[config.mk]
export PLATFORM = sky130hd
export DESIGN_NAME = bitmap_page_frame_allocator_core
export DESIGN_NICKNAME = d
export VERILOG_FILES = /design/src/hw/rtl/bpfa_pkg.sv /design/src/hw/rtl/bpfa_ram.sv /design/src/hw/rtl/bpfa_ctrl.sv /design/src/hw/rtl/bpfa_dp.sv /design/src/hw/rtl/bitmap_page_frame_allocator_core.sv
export SDC_FILE = /design/constraint.sdc
export NUM_CORES = 2
export LEC_CHECK = 0
export BUFFER_PORTS_ARGS = -buffer_cell sky130_fd_sc_hd__clkbuf_2
export CAP_MARGIN = 20
export CORE_AREA = 5 5 612 614
export CTS_BUF_LIST = sky130_fd_sc_hd__clkbuf_4 sky130_fd_sc_hd__clkbuf_8 sky130_fd_sc_hd__clkbuf_16
export DETAILED_ROUTE_END_ITERATION = 12
export DIE_AREA = 0 0 617 619
export GPL_ROUTABILITY_DRIVEN = 0
export PLACE_DENSITY_LB_ADDON = 0.25
export SLEW_MARGIN = 20
export SYNTH_ARGS = -nofsm -noshare
export SYNTH_HDL_FRONTEND = slang
export SYNTH_SLANG_ARGS = --single-unit
export TNS_END_PERCENT = 5
[constraint.sdc]
create_clock -name clk -period 15.1 [get_ports clk]
set_input_delay 0 -clock clk [delete_from_list [all_inputs] [get_ports clk]]
set_output_delay 0 -clock clk [all_outputs]
set_load 0.005 [all_outputs]
[src/hw/rtl/bpfa_pkg.sv]
`timescale 1ns / 1ps
// Shared types, constants and counter helpers for the bitmap page frame allocator.
// Used by the controller, the datapath and the top level; depends on nothing.
package bpfa_pkg;

  localparam int BIT_W  = 5;
  localparam int WORD_W = 1 << BIT_W;
  localparam int ACT_W  = 3;
  localparam int PAGE_W = 12;
  localparam int CNT_W  = 13;
  localparam int DELTA_W = BIT_W + 1;

  localparam int NUM_PAGES_DEF = 4096;
  localparam int ADDR_LIMIT    = 4096;

  localparam logic [CNT_W-1:0] CNT_MAX      = 13'd8191;
  localparam logic [CNT_W-1:0] MANAGED_RST  = 13'd4096;

  localparam logic [ACT_W-1:0] ACT_REQUEST   = 3'd0;
  localparam logic [ACT_W-1:0] ACT_FREE      = 3'd1;
  localparam logic [ACT_W-1:0] ACT_LOCK      = 3'd2;
  localparam logic [ACT_W-1:0] ACT_RESERVE   = 3'd3;
  localparam logic [ACT_W-1:0] ACT_UNRESERVE = 3'd4;
  localparam logic [ACT_W-1:0] ACT_INIT      = 3'd5;

  typedef enum logic [2:0] {
    ST_CLEAR,
    ST_IDLE,
    ST_START,
    ST_READ,
    ST_MODIFY,
    ST_UPDATE,
    ST_DONE
  } state_t;

  // controller to datapath
  typedef struct packed {
    logic capture;
    logic setup;
    logic init;
    logic clear;
    logic read;
    logic modify;
    logic update;
    logic emit;
  } cmd_t;

  // datapath to controller
  typedef struct packed {
    logic [ACT_W-1:0] act;
    logic             skip;
    logic             more;
    logic             clear_last;
    logic             out_free;
  } stat_t;

  function automatic logic [CNT_W-1:0] sat_add(input logic [CNT_W-1:0] v,
                                               input logic [DELTA_W-1:0] d);
    logic [CNT_W:0] s;
    s = {1'b0, v} + (CNT_W + 1)'(d);
    return (s > {1'b0, CNT_MAX}) ? CNT_MAX : s[CNT_W-1:0];
  endfunction

  function automatic logic [CNT_W-1:0] sat_sub(input logic [CNT_W-1:0] v,
                                               input logic [DELTA_W-1:0] d);
    return (v >= CNT_W'(d)) ? (v - CNT_W'(d)) : '0;
  endfunction

endpackage

[src/hw/rtl/bpfa_ram.sv]
`timescale 1ns / 1ps
// Generic single-write, single-read RAM with registered read data.
// Stand-alone; holds the page bitmap one word per row.
module bpfa_ram #(
  parameter int  WIDTH = 32,
  parameter int  DEPTH = 128,
  localparam int AW    = (DEPTH > 1) ? $clog2(DEPTH) : 1
) (
  input  logic             clk,
  input  logic             we,
  input  logic [AW-1:0]    waddr,
  input  logic [WIDTH-1:0] wdata,
  input  logic             re,
  input  logic [AW-1:0]    raddr,
  output logic [WIDTH-1:0] rdata
);

  logic [WIDTH-1:0] mem [DEPTH];

  always_ff @(posedge clk) begin
    if (we) begin
      mem[waddr] <= wdata;
    end
    if (re) begin
      rdata <= mem[raddr];
    end
  end

endmodule

[src/hw/rtl/bpfa_ctrl.sv]
`timescale 1ns / 1ps
// Allocator sequencer: clears the bitmap; walks scan items through read, modify, update.
// Depends on bpfa_pkg; drives commands into bpfa_dp and reads its status.
module bpfa_ctrl (
  input  logic                clk,
  input  logic                rst_n,
  input  logic                in_valid,
  output logic                in_stall,
  input  bpfa_pkg::stat_t     stat,
  output bpfa_pkg::cmd_t      cmd
);
  import bpfa_pkg::*;

  state_t state_r, state_nxt;
  logic   from_init_r, from_init_nxt;
  logic   scan_act;

  // actions that walk the bitmap word by word
  assign scan_act = (stat.act == ACT_REQUEST) || (stat.act == ACT_FREE) ||
                    (stat.act == ACT_LOCK) || (stat.act == ACT_RESERVE) ||
                    (stat.act == ACT_UNRESERVE);

  always_ff @(posedge clk) begin
    if (!rst_n) begin
      state_r     <= ST_CLEAR;
      from_init_r <= 1'b0;
    end else begin
      state_r     <= state_nxt;
      from_init_r <= from_init_nxt;
    end
  end

  always_comb begin
    state_nxt     = state_r;
    from_init_nxt = from_init_r;
    case (state_r)
      ST_CLEAR: begin
        if (stat.clear_last) begin
          state_nxt = from_init_r ? ST_DONE : ST_IDLE;
        end
      end
      ST_IDLE: begin
        if (in_valid) begin
          state_nxt = ST_START;
        end
      end
      ST_START: begin
        if (stat.act == ACT_INIT) begin
          state_nxt     = ST_CLEAR;
          from_init_nxt = 1'b1;
        end else if (scan_act && !stat.skip) begin
          state_nxt = ST_READ;
        end else begin
          state_nxt = ST_DONE;
        end
      end
      ST_READ:   state_nxt = ST_MODIFY;
      ST_MODIFY: state_nxt = ST_UPDATE;
      ST_UPDATE: state_nxt = stat.more ? ST_READ : ST_DONE;
      ST_DONE: begin
        if (stat.out_free) begin
          state_nxt     = ST_IDLE;
          from_init_nxt = 1'b0;
        end
      end
      default: state_nxt = ST_CLEAR;
    endcase
  end

  always_comb begin
    cmd      = '0;
    in_stall = (state_r != ST_IDLE);
    case (state_r)
      ST_CLEAR:  cmd.clear   = 1'b1;
      ST_IDLE:   cmd.capture = in_valid;
      ST_START: begin
        cmd.init  = (stat.act == ACT_INIT);
        cmd.setup = scan_act && !stat.skip;
      end
      ST_READ:   cmd.read    = 1'b1;
      ST_MODIFY: cmd.modify  = 1'b1;
      ST_UPDATE: cmd.update  = 1'b1;
      ST_DONE:   cmd.emit    = stat.out_free;
      default:   cmd         = '0;
    endcase
  end

endmodule

[src/hw/rtl/bpfa_dp.sv]
`timescale 1ns / 1ps
// Datapath: bitmap RAM, page counters, search hint, item and result registers.
// Depends on bpfa_pkg and bpfa_ram; steered by bpfa_ctrl.
module bpfa_dp #(
  parameter int NUM_PAGES = bpfa_pkg::NUM_PAGES_DEF
) (
  input  logic                          clk,
  input  logic                          rst_n,
  input  bpfa_pkg::cmd_t                cmd,
  output bpfa_pkg::stat_t               stat,
  input  logic                          cfg_wr_en,
  input  logic [bpfa_pkg::CNT_W-1:0]    cfg_wr_data,
  input  logic [bpfa_pkg::ACT_W-1:0]    in_action,
  input  logic [bpfa_pkg::PAGE_W-1:0]   in_first_page,
  input  logic [bpfa_pkg::CNT_W-1:0]    in_run_length,
  input  logic                          out_stall,
  output logic                          out_valid,
  output logic                          out_granted,
  output logic [bpfa_pkg::PAGE_W-1:0]   out_granted_page,
  output logic [bpfa_pkg::CNT_W-1:0]    out_free_pages,
  output logic [bpfa_pkg::CNT_W-1:0]    out_used_pages,
  output logic [bpfa_pkg::CNT_W-1:0]    out_reserved_pages
);
  import bpfa_pkg::*;

  localparam int DEPTH = (NUM_PAGES + WORD_W - 1) / WORD_W;
  localparam int AW    = (DEPTH > 1) ? $clog2(DEPTH) : 1;
  localparam int PW    = PAGE_W - BIT_W;
  localparam int XW    = (AW > PW) ? AW : PW;
  localparam logic [CNT_W-1:0] CAP =
    CNT_W'((NUM_PAGES < ADDR_LIMIT) ? NUM_PAGES : ADDR_LIMIT);

  logic [CNT_W-1:0]   managed_r;
  logic [ACT_W-1:0]   act_r;
  logic [PAGE_W-1:0]  first_r;
  logic [CNT_W-1:0]   len_r;
  logic [AW-1:0]      word_r;
  logic [PAGE_W-1:0]  lo_r, lim_r;
  logic [CNT_W-1:0]   hint_r, hint_nxt;
  logic [CNT_W-1:0]   free_r, free_nxt;
  logic [CNT_W-1:0]   used_r, used_nxt;
  logic [CNT_W-1:0]   res_r, res_nxt;
  logic [DELTA_W-1:0] delta_r;
  logic               any_r;
  logic [BIT_W-1:0]   low_r;
  logic               grant_r;
  logic [PAGE_W-1:0]  gpage_r;
  logic               out_valid_r;

  logic [CNT_W-1:0]   eff;
  logic [CNT_W:0]     run_end, end_c;
  logic               is_req, is_up, req_skip, run_skip;
  logic [PAGE_W-1:0]  lo_c, lim_c;
  logic [XW-1:0]      wcur, wlo, wlim, wlo_c;
  logic               last_word;
  logic [WORD_W-1:0]  ones, lo_mask, hi_mask, range_mask;
  logic [WORD_W-1:0]  rdata, cand, changed, new_word;
  logic [DELTA_W-1:0] pop;
  logic [BIT_W-1:0]   low_c;
  logic [PAGE_W-1:0]  hit_page;

  bpfa_ram #(
    .WIDTH (WORD_W),
    .DEPTH (DEPTH)
  ) u_bitmap (
    .clk   (clk),
    .we    (cmd.clear | cmd.modify),
    .waddr (word_r),
    .wdata (cmd.clear ? '0 : new_word),
    .re    (cmd.read),
    .raddr (word_r),
    .rdata (rdata)
  );

  // page count actually in force
  assign eff = (managed_r > CAP) ? CAP : managed_r;

  assign is_req  = (act_r == ACT_REQUEST);
  assign is_up   = (act_r == ACT_FREE) || (act_r == ACT_UNRESERVE);
  assign run_end = {2'b00, first_r} + {1'b0, len_r};
  assign end_c   = (run_end > {1'b0, eff}) ? {1'b0, eff} : run_end;

  assign req_skip = (hint_r >= eff);
  assign run_skip = ({2'b00, first_r} >= end_c);
  assign lo_c     = is_req ? hint_r[PAGE_W-1:0] : first_r;
  assign lim_c    = is_req ? PAGE_W'(eff - 1'b1) : PAGE_W'(end_c - 1'b1);

  assign wcur      = XW'(word_r);
  assign wlo       = XW'(lo_r >> BIT_W);
  assign wlim      = XW'(lim_r >> BIT_W);
  assign wlo_c     = XW'(lo_c >> BIT_W);
  assign last_word = (wcur == wlim);

  // bits of the current word that lie inside the page window
  assign ones       = '1;
  assign lo_mask    = (wcur == wlo) ? (ones << lo_r[BIT_W-1:0]) : ones;
  assign hi_mask    = last_word ? (ones >> (~lim_r[BIT_W-1:0])) : ones;
  assign range_mask = lo_mask & hi_mask;

  assign cand = ~rdata & range_mask;

  always_comb begin
    case (act_r)
      ACT_REQUEST:               changed = cand & (~cand + 1'b1);
      ACT_FREE, ACT_UNRESERVE:   changed = rdata & range_mask;
      ACT_LOCK, ACT_RESERVE:     changed = cand;
      default:                   changed = '0;
    endcase
    new_word = is_up ? (rdata & ~changed) : (rdata | changed);
  end

  always_comb begin
    pop   = '0;
    low_c = '0;
    for (int i = 0; i < WORD_W; i++) begin
      pop = pop + DELTA_W'(changed[i]);
    end
    for (int i = WORD_W - 1; i >= 0; i--) begin
      if (changed[i]) begin
        low_c = BIT_W'(i);
      end
    end
  end

  assign hit_page = PAGE_W'({word_r, low_r});

  // counter and hint updates
  always_comb begin
    free_nxt = free_r;
    used_nxt = used_r;
    res_nxt  = res_r;
    hint_nxt = hint_r;
    if (cmd.init) begin
      free_nxt = eff;
      used_nxt = '0;
      res_nxt  = '0;
      hint_nxt = '0;
    end else if (cmd.update) begin
      free_nxt = is_up ? sat_add(free_r, delta_r) : sat_sub(free_r, delta_r);
      case (act_r)
        ACT_REQUEST: begin
          used_nxt = sat_add(used_r, delta_r);
          if (any_r) begin
            hint_nxt = {1'b0, hit_page};
          end else if (last_word && (hint_r < eff)) begin
            hint_nxt = eff;
          end
        end
        ACT_FREE: begin
          used_nxt = sat_sub(used_r, delta_r);
          if (any_r && ({1'b0, hit_page} < hint_r)) begin
            hint_nxt = {1'b0, hit_page};
          end
        end
        ACT_UNRESERVE: begin
          res_nxt = sat_sub(res_r, delta_r);
          if (any_r && ({1'b0, hit_page} < hint_r)) begin
            hint_nxt = {1'b0, hit_page};
          end
        end
        ACT_LOCK:    used_nxt = sat_add(used_r, delta_r);
        ACT_RESERVE: res_nxt  = sat_add(res_r, delta_r);
        default:     free_nxt = free_r;
      endcase
    end
  end

  always_ff @(posedge clk) begin
    if (!rst_n) begin
      managed_r   <= MANAGED_RST;
      hint_r      <= '0;
      free_r      <= '0;
      used_r      <= '0;
      res_r       <= '0;
      word_r      <= '0;
      out_valid_r <= 1'b0;
    end else begin
      if (cfg_wr_en) begin
        managed_r <= cfg_wr_data;
      end
      hint_r <= hint_nxt;
      free_r <= free_nxt;
      used_r <= used_nxt;
      res_r  <= res_nxt;
      if (cmd.init) begin
        word_r <= '0;
      end else if (cmd.setup) begin
        word_r <= AW'(wlo_c);
      end else if (cmd.clear || (cmd.update && stat.more)) begin
        word_r <= word_r + 1'b1;
      end
      if (cmd.emit) begin
        out_valid_r <= 1'b1;
      end else if (!out_stall) begin
        out_valid_r <= 1'b0;
      end
    end
  end

  always_ff @(posedge clk) begin
    if (cmd.capture) begin
      act_r   <= in_action;
      first_r <= in_first_page;
      len_r   <= in_run_length;
      grant_r <= 1'b0;
      gpage_r <= '0;
    end else if (cmd.update && is_req && any_r) begin
      grant_r <= 1'b1;
      gpage_r <= hit_page;
    end
    if (cmd.setup) begin
      lo_r  <= lo_c;
      lim_r <= lim_c;
    end
    if (cmd.modify) begin
      delta_r <= pop;
      any_r   <= |changed;
      low_r   <= low_c;
    end
    if (cmd.emit) begin
      out_granted        <= grant_r;
      out_granted_page   <= gpage_r;
      out_free_pages     <= free_r;
      out_used_pages     <= used_r;
      out_reserved_pages <= res_r;
    end
  end

  assign out_valid = out_valid_r;

  assign stat.act        = act_r;
  assign stat.skip       = is_req ? req_skip : run_skip;
  assign stat.more       = !(is_req && any_r) && !last_word;
  assign stat.clear_last = (word_r == AW'(DEPTH - 1));
  assign stat.out_free   = !out_valid_r || !out_stall;

endmodule

[src/hw/rtl/bitmap_page_frame_allocator_core.sv]
`timescale 1ns / 1ps
// Top level of the bitmap page frame allocator: controller plus datapath.
// Depends on bpfa_pkg, bpfa_ctrl, bpfa_dp (and bpfa_ram through it).
//
//   port group  dir  handshake          payload
//   in_*        in   in_valid/in_stall  action, first_page, run_length
//   out_*       out  out_valid/out_stall granted, granted_page, free/used/reserved
//   cfg_*       in   cfg_wr_en          managed_pages (cfg_wr_data)
//
// One item at a time. out_valid rises once the item has walked its W words, W being
// the number of 32-page bitmap words walked (none for an empty run or an unused action);
// one RAM read-modify-write per word. in_stall drops in the cycle the result appears.
// Init: out_valid rises after the bitmap is cleared, one word cleared per cycle.
// After reset the same clearing sweep runs with in_stall high.
// A stalled result sits in the output register; the next item is accepted meanwhile.
module bitmap_page_frame_allocator_core #(
  parameter int NUM_PAGES = bpfa_pkg::NUM_PAGES_DEF
) (
  input  logic                          clk,
  input  logic                          rst_n,
  input  logic                          in_valid,
  output logic                          in_stall,
  input  logic [bpfa_pkg::ACT_W-1:0]    in_action,
  input  logic [bpfa_pkg::PAGE_W-1:0]   in_first_page,
  input  logic [bpfa_pkg::CNT_W-1:0]    in_run_length,
  output logic                          out_valid,
  input  logic                          out_stall,
  output logic                          out_granted,
  output logic [bpfa_pkg::PAGE_W-1:0]   out_granted_page,
  output logic [bpfa_pkg::CNT_W-1:0]    out_free_pages,
  output logic [bpfa_pkg::CNT_W-1:0]    out_used_pages,
  output logic [bpfa_pkg::CNT_W-1:0]    out_reserved_pages,
  input  logic                          cfg_wr_en,
  input  logic [bpfa_pkg::CNT_W-1:0]    cfg_wr_data
);
  import bpfa_pkg::*;

  cmd_t  cmd;
  stat_t stat;

  bpfa_ctrl u_ctrl (
    .clk      (clk),
    .rst_n    (rst_n),
    .in_valid (in_valid),
    .in_stall (in_stall),
    .stat     (stat),
    .cmd      (cmd)
  );

  bpfa_dp #(
    .NUM_PAGES (NUM_PAGES)
  ) u_dp (
    .clk                (clk),
    .rst_n              (rst_n),
    .cmd                (cmd),
    .stat               (stat),
    .cfg_wr_en          (cfg_wr_en),
    .cfg_wr_data        (cfg_wr_data),
    .in_action          (in_action),
    .in_first_page      (in_first_page),
    .in_run_length      (in_run_length),
    .out_stall          (out_stall),
    .out_valid          (out_valid),
    .out_granted        (out_granted),
    .out_granted_page   (out_granted_page),
    .out_free_pages     (out_free_pages),
    .out_used_pages     (out_used_pages),
    .out_reserved_pages (out_reserved_pages)
  );

  // a beat taken in must block the port while it is worked on
  a_busy_after_accept: assert property (@(posedge clk) disable iff (!rst_n)
    (in_valid && !in_stall) |=> in_stall)
    else $error("input port open right after an accepted beat");

  // a word is only modified on the cycle after its read
  a_modify_after_read: assert property (@(posedge clk) disable iff (!rst_n)
    cmd.modify |-> $past(cmd.read))
    else $error("bitmap modify without preceding read");

  // results that grant nothing carry page zero
  a_no_grant_page_zero: assert property (@(posedge clk) disable iff (!rst_n)
    (out_valid && !out_granted) |-> (out_granted_page == '0))
    else $error("ungranted result with non-zero page");

  // the RAM is never written and read in the same cycle by the sequencer
  a_single_ram_op: assert property (@(posedge clk) disable iff (!rst_n)
    $onehot0({cmd.read, cmd.modify, cmd.clear}))
    else $error("overlapping bitmap RAM commands");

endmodule
### Word-level counts from Yosys, hierarchy flattened

Memory sizes are Yosys's and may differ from the RTL's. A register that Yosys moved wholly into a read port is not among the register bits.
Cells that the tools add are included.

* output and inout port bits: 54
* RAM bits: 4096
* flip-flop bits (word level): 206
* memories: 1

Memory list
* u_dp.u_bitmap.mem: depth 128, bits a word 32, rd ports 1, clocked after memory_dff 1, write ports 1, line bpfa_ram.sv:18 `logic [WIDTH-1:0] mem [DEPTH];`

* reduce and logical (&&, ||, !) cells: 45
* muxes and demuxes: 81
* magnitude comparators: 12
* $add $sub $neg: 42
* shifts and indexed selects: 2
* equality and inequality tests: 22
* bitwise operators: 12

Operators by type and width (number)
* 2-to-1 mux 13 bit: 14
* adder 6 x 1 -> 6 bit: 30
* AND 32 bit: 5
* 2-to-1 mux 32 bit: 4
* inverter 32 bit: 3
* case mux 32 bit (3 select lines): 1
* 2-to-1 mux 5 bit: 16
* case mux 13 bit (2 select lines): 3
* adder 13 x 6 -> 14 bit: 3
* greater-than comparator 14 x 13 -> 1 bit (second input constant): 3
* greater-or-equal comparator 13 x 6 -> 1 bit: 3
* subtractor 13 x 6 -> 13 bit: 3
* 2-to-1 mux 3 bit: 11
* adder 32 x 1 -> 32 bit (second input constant): 1
* 2-to-1 mux 4 bit: 8
* bitwise OR 32 bit: 1
* OR reduction 32 bit: 1
* left shift 32 x 5 -> 32 bit (first input constant): 1
* right shift 32 x 5 -> 32 bit (first input constant): 1
* 2-to-1 mux 12 bit: 2
* subtractor 12 x 1 -> 12 bit (second input constant): 2
* case mux 3 bit (7 select lines): 1
* OR reduction 16 bit: 1
* equality test 3 bit (second input constant): 5
* 37 further kinds: 93

### Depth between registers and ports, before layout

* depth in word-level cells: 40
* mapped depth: 32
* mapped depth without buffers: 30

### Modules after synthesis

From an unflattened synthesis, not the netlist that was laid out.

* cells, all modules: 7931
* area total of the unflattened synthesis: 172944.6 um2

By module, submodules not included
* bpfa_ram: cells each 5990, times used 1, area an instance 156596.4 um2, sequential area each 123958.9 um2
* bpfa_dp: cells each 1887, times used 1, area an instance 15964.1 um2, sequential area each 5205.0 um2
* bpfa_ctrl: cells each 54, times used 1, area an instance 384.1 um2, sequential area each 80.1 um2

### Worst setup path before layout

No wires, ideal clock.

* path kind: register to register
* start: register u_dp.word_r[6] (netlist: u_dp.wcur[6])
* end: memory u_dp.u_bitmap.mem[0][11] (data pin)
* cell stages (with the launch flop): 11
* setup slack: 5.628 ns
* buffers on the path: 2
* required time: 13.836 ns
* library setup time: 1.264 ns
* arrival time: 8.207 ns
* path through: dfxtp_1 -> buf_6 -> xor2_1 -> or3_4 -> or4_4 -> a21o_1 -> nor4b_4 -> buf_4 -> nor2_1 -> or3b_2 -> a221oi_1

* longest elaborated chain between the ends: 12

RTL lines
* from (decl): line bpfa_dp.sv:37 `logic [AW-1:0] word_r;`
* from (signal assigned): line bpfa_dp.sv:188 `word_r <= AW'(wlo_c);`
* from (signal assigned): line bpfa_dp.sv:190 `word_r <= word_r + 1'b1;`
* equality test 7 bit, on equally long branches: line bpfa_dp.sv:96, bpfa_dp.sv:92
* 2-to-1 mux 32 bit, on equally long branches: line bpfa_dp.sv:96, bpfa_dp.sv:97
* AND 32 bit *: line bpfa_dp.sv:98 `assign range_mask = lo_mask & hi_mask;`
* AND 32 bit: line bpfa_dp.sv:100 `assign cand = ~rdata & range_mask;`
* inverter 32 bit: line bpfa_dp.sv:104 `ACT_REQUEST: changed = cand & (~cand + 1'b1);`
* adder 32 x 1 -> 32 bit: line bpfa_dp.sv:104
* AND 32 bit: line bpfa_dp.sv:104
* case mux 32 bit (3 select lines) *: line bpfa_dp.sv:103 `case (act_r)`
* inverter 32 bit: line bpfa_dp.sv:109 `new_word = is_up ? (rdata & ~changed) : (rdata | changed);`
* AND 32 bit: line bpfa_dp.sv:109
* 2-to-1 mux 32 bit *: line bpfa_dp.sv:109
* 2-to-1 mux 32 bit *: line bpfa_dp.sv:69 `.wdata (cmd.clear ? '0 : new_word),`
* named net u_dp.u_bitmap.wdata[11]: line bpfa_ram.sv:12 `input logic [WIDTH-1:0] wdata,`
* to (decl): line bpfa_ram.sv:18

The timed path passes the listed nets; every way through them passes the cells marked *.

### Final worst setup path

* start: register u_dp.word_r[4] (netlist: u_dp.wcur[4])
* end: register u_dp.delta_r[4] (data pin)

* longest elaborated chain between the ends: 39

RTL lines
* equality test 7 bit, on equally long branches: line bpfa_dp.sv:96, bpfa_dp.sv:92
* 2-to-1 mux 32 bit, on equally long branches: line bpfa_dp.sv:96, bpfa_dp.sv:97
* AND 32 bit *: line bpfa_dp.sv:98
* AND 32 bit: line bpfa_dp.sv:100
* inverter 32 bit: line bpfa_dp.sv:104
* adder 32 x 1 -> 32 bit: line bpfa_dp.sv:104
* AND 32 bit: line bpfa_dp.sv:104
* case mux 32 bit (3 select lines) *: line bpfa_dp.sv:103
* adder 1 x 1 -> 2 bit: line bpfa_dp.sv:116 `pop = pop + DELTA_W'(changed[i]);`
* adder 6 x 1 -> 6 bit (29 in series): line bpfa_dp.sv:116
* adder 6 x 1 -> 6 bit *: line bpfa_dp.sv:116
* named net u_dp.pop[4]: line bpfa_dp.sv:58 `logic [DELTA_W-1:0] pop;`
* to (signal assigned): line bpfa_dp.sv:216 `delta_r <= pop;`
* to (decl): line bpfa_dp.sv:43 `logic [DELTA_W-1:0] delta_r;`

Marked as above.
A chain may end at the register's enable or synchronous reset.

==> key figures <==
Cells and area
  – Share of layout cells above drive strength 1: 0.138
  – Area of the multi-input gates: 0.0343 mm²
  – Finished Layout Cells: 15.4k
  – Final #Nets: 10.3k
  – Number of fill cells: 29.2k
  – Syn-to-layout area delta: 14.7%
  – Reg area: 0.129 mm²

Yosys
  – Avg Inst Size Synth: 16.9 µm²
  – Cell taking the most area after synthesis: edfxtp_1
  – Post-synthesis cell type count: 95
  – Synth warn: 0
  – Flops & latches, synth: 4,334
  – Leading post-synthesis cells by cell area: edfxtp_1, a22oi_1, a221oi_1
  – Most frequent cell after synthesis: edfxtp_1
  – Post-Synthesis Net Count: 9,945
  – Mapped Area: 0.165 mm²
  – Synth top cells by count: edfxtp_1, a22oi_1, clkbuf_1
  – Yosys top cell area share: 0.773
  – Most used DFF post-synth: edfxtp_1
  – Post-synth EDFFs: 4,244
  – Seq/Total Area, Yosys: 0.784
  – Synth Instances: 9,760
  – Post-synthesis async set-or-reset flop share: 0

Route
  – Final WL: 542,000 µm
  – Drt wl/cell: 35.2 µm
  – DRT iter0 DRCs: 15.7k
  – Post-DRT Antenna Nets: 0
  – Via count: 102k
  – Vias per cell: 6.64
  – DR DRC count: 0
  – First drt pass iteration count: 10

Placement
  – Dpl hpwl: 308,000 µm
  – Placed cells: 14.4k
  – I/O Buffers: 99

Power
  – Pwr per Cell Area: 133 mW/mm²
  – P_leak: 55.6 nW
  – Worst vdd ir: 102 µV
  – Tot Pwr: 25.2 mW

Clock tree
  – Clk_lat worst skew: 990 ps
  – Clock tree from TritonCTS: built
  – Num CTS Buffers: 421
  – CTS max path bufs: 4
  – Post-CTS Setup Inserts: 0
  – Sink Count: 4,334
  – Clock-pin slew on the worst setup and hold paths: 60 ps
  – Root Driver: clkbuf_16
  – # H-tree levels: 5

Worst hold path
  – Hold Path Class: primary input to register
  – Min-delay src: out_stall

Floorplan
  – Initial Util: 0.448
  – Rows: 223
  – Io pins: 100
  – Die area: 0.382 mm²
  – Die height: 619 µm
  – DIE WIDTH: 617 µm
  – Core Box Area: 0.368 mm²

STA
  – Max Slew Vio Count: 0
  – Worst Max-Slew Pin Slew: 1330 ps
  – Fin. Hold Viols: 0
  – Tcrit/Tclk final: 0.621
  – Final Skew: 68.3 ps
  – Unrepaired setup endpoints after global routing: false
  – Slew headroom: 0.106
  – Fin crit period: 9380 ps
  – Setup_tns: 0 ps
  – Fmax: 0.107 GHz
  – Final setup vio count: 0

GRT
  – Total track usage: 0.274
  – GRT overflow: 0
  – Vias in the first global route: 97.7k
  – Global-route wire length before repair: 755,000 µm
  – Largest net degree at the start of global routing: 97
  – Initial antenna violation count: 32

Setup path
  – Crit path max fanout: 35
  – Crit path launch: u_dp.wcur[4]$_SDFFE_PP0P_
  – Nature of the critical path endpoint: register
  – Worst setup path class: register to register
  – Startpoint type of the worst setup path: register
  – FF-to-FF setup slack: 5720 ps
  – FF-to-FF Start: u_dp.wcur[4]$_SDFFE_PP0P_
  – CP arrival: 10,090 ps
  – Worst Path Required: 15,820 ps

Run status
  – Status: completed

Job
  – Maxcap violations: 0
==> worst max-delay path: stages (launching register included) <==
cell	delay [ps]
dfxtp_4	570
buf_4	710
xnor2_1	210
nand4_1	500
nor2_1	930
a221oi_1	320
nor4b_1	850
o211ai_1	230
o21ai_0	330
and2_1	230
fa_1	430
inv_1	90
fa_1	450
fa_1	510
fa_1	510
fa_1	510
inv_1	60
fa_1	430
inv_1	80
fa_1	160
inv_1	70
fa_1	470
a21o_1	190
a21oi_1	190
xnor2_1	80
==> metrics by stage <==
stage	utilization	setup slack (ps)	area [µm²]	hold WS (ps)
after global routing	0.514	5340	189000	95.5
after global placement	0.472	6200	174000	181
final	0.514	5720	189000	66.7
after CTS	0.513	6020	189000	14.9
after detailed placement	0.472	6060	174000	179
after floorplan	-	5630	165000	98.9
==> layout by cell type, fill, tap and decap left out, drive strengths merged, types with 41 or more instances in the layout <==
master / Yosys / final
a21oi: 196 / 196
nand2: 277 / 277
clkinv: 0 / 196
nor3: 58 / 58
nand4: 238 / 238
buf: 168 / 403
dlygate4sd3: 0 / 117
a31oi: 304 / 304
o211ai: 66 / 66
dfxtp: 90 / 90
nor4: 63 / 63
edfxtp: 4244 / 4244
a22oi: 1270 / 1270
mux2i: 51 / 51
inv: 127 / 141
bufinv: 0 / 41
ha: 108 / 108
a21o: 44 / 44
clkbuf: 480 / 623
nand3: 90 / 90
nor2: 318 / 318
o21ai: 237 / 237
nor2b: 43 / 43
a221oi: 410 / 410
a22o: 402 / 402
==> registers in the layout (all words and copies together), names as in the netlist, 5 cells and up <==
name,count
u_dp.hint_r,13
u_dp.free_r,13
u_dp.low_r,5
u_dp.gpage_r,12
u_dp.delta_r,6
u_dp.len_r,13
u_dp.u_bitmap.rdata,32
u_dp.res_r,13
u_dp.out_granted_page,12
u_dp.first_r,12
u_dp.used_r,13
u_dp.out_reserved_pages,13
u_dp.out_free_pages,13
u_dp.wcur,7
u_dp.lim_r,12
u_dp.out_used_pages,13
u_dp.managed_r,13
u_dp.u_bitmap.mem,4096
u_dp.lo_r,12
==> cell type report <==
| type | instances | share of cell area |
|---|---|---|
| multi-input cells | 4651 | 0.182 |
| diodes | 29 | 0.000384 |
| clock buffers | 524 | 0.0606 |
| clock inverters | 262 | 0.0131 |
| flip-flops and latches | 4334 | 0.683 |
| repair buffers | 619 | 0.0264 |
| well taps | 4837 | 0.0320 |
| inverters | 127 | 0.00252 |
==> final timing paths <==
check,end,cells past startpoint
setup / recovery,u_dp.delta_r[4]$_DFFE_PN_,24
hold reg to reg,u_dp.out_granted_page[9]$_DFFE_PP_,0
setup reg to reg,u_dp.delta_r[4]$_DFFE_PN_,24
hold / removal,u_ctrl.from_init_r$_SDFFE_PN0P_,5
==> layer usage <==
metal	vias to the layer above	share of wire	global-route usage	wire, µm
met5	-	0.00018	0	97
met4	14	0.056	0.134	30400
met3	1095	0.11	0.0620	60800
met2	6853	0.46	0.427	248000
met1	52660	0.37	0.367	203000
li1	41573	-	-	-
==> logic make-up (layout without fill, tap and decap cells) <==
kind of cell | after synthesis | count (layout) | synth area share
buffers and inverters | 775 | 1532 | 0.0178
AO/OA/AOI/OAI | 3149 | 3149 | 0.142
flip-flops | 4334 | 4334 | 0.784
AND/OR/NAND/NOR | 1259 | 1259 | 0.0388
XOR/XNOR | 52 | 52 | 0.00276
other | 0 | 29 | 0
multiplexers | 52 | 52 | 0.00316
adder cells (fa/ha/maj) | 139 | 139 | 0.0120
==> where the power goes <==
part           switching [mW]  internal (mW)
Sequential             0.0174           13.1
Combinational            1.03          0.478
Clock                    4.49           6.09
Total                    5.53           19.6
==> repair_timing <==
item,CTS,global route
hold endpoints to repair,160,0
hold buffers,117,0
setup endpoints to repair,0,0
gates resized for setup,0,0
Power figures use the tool's default switching activity.
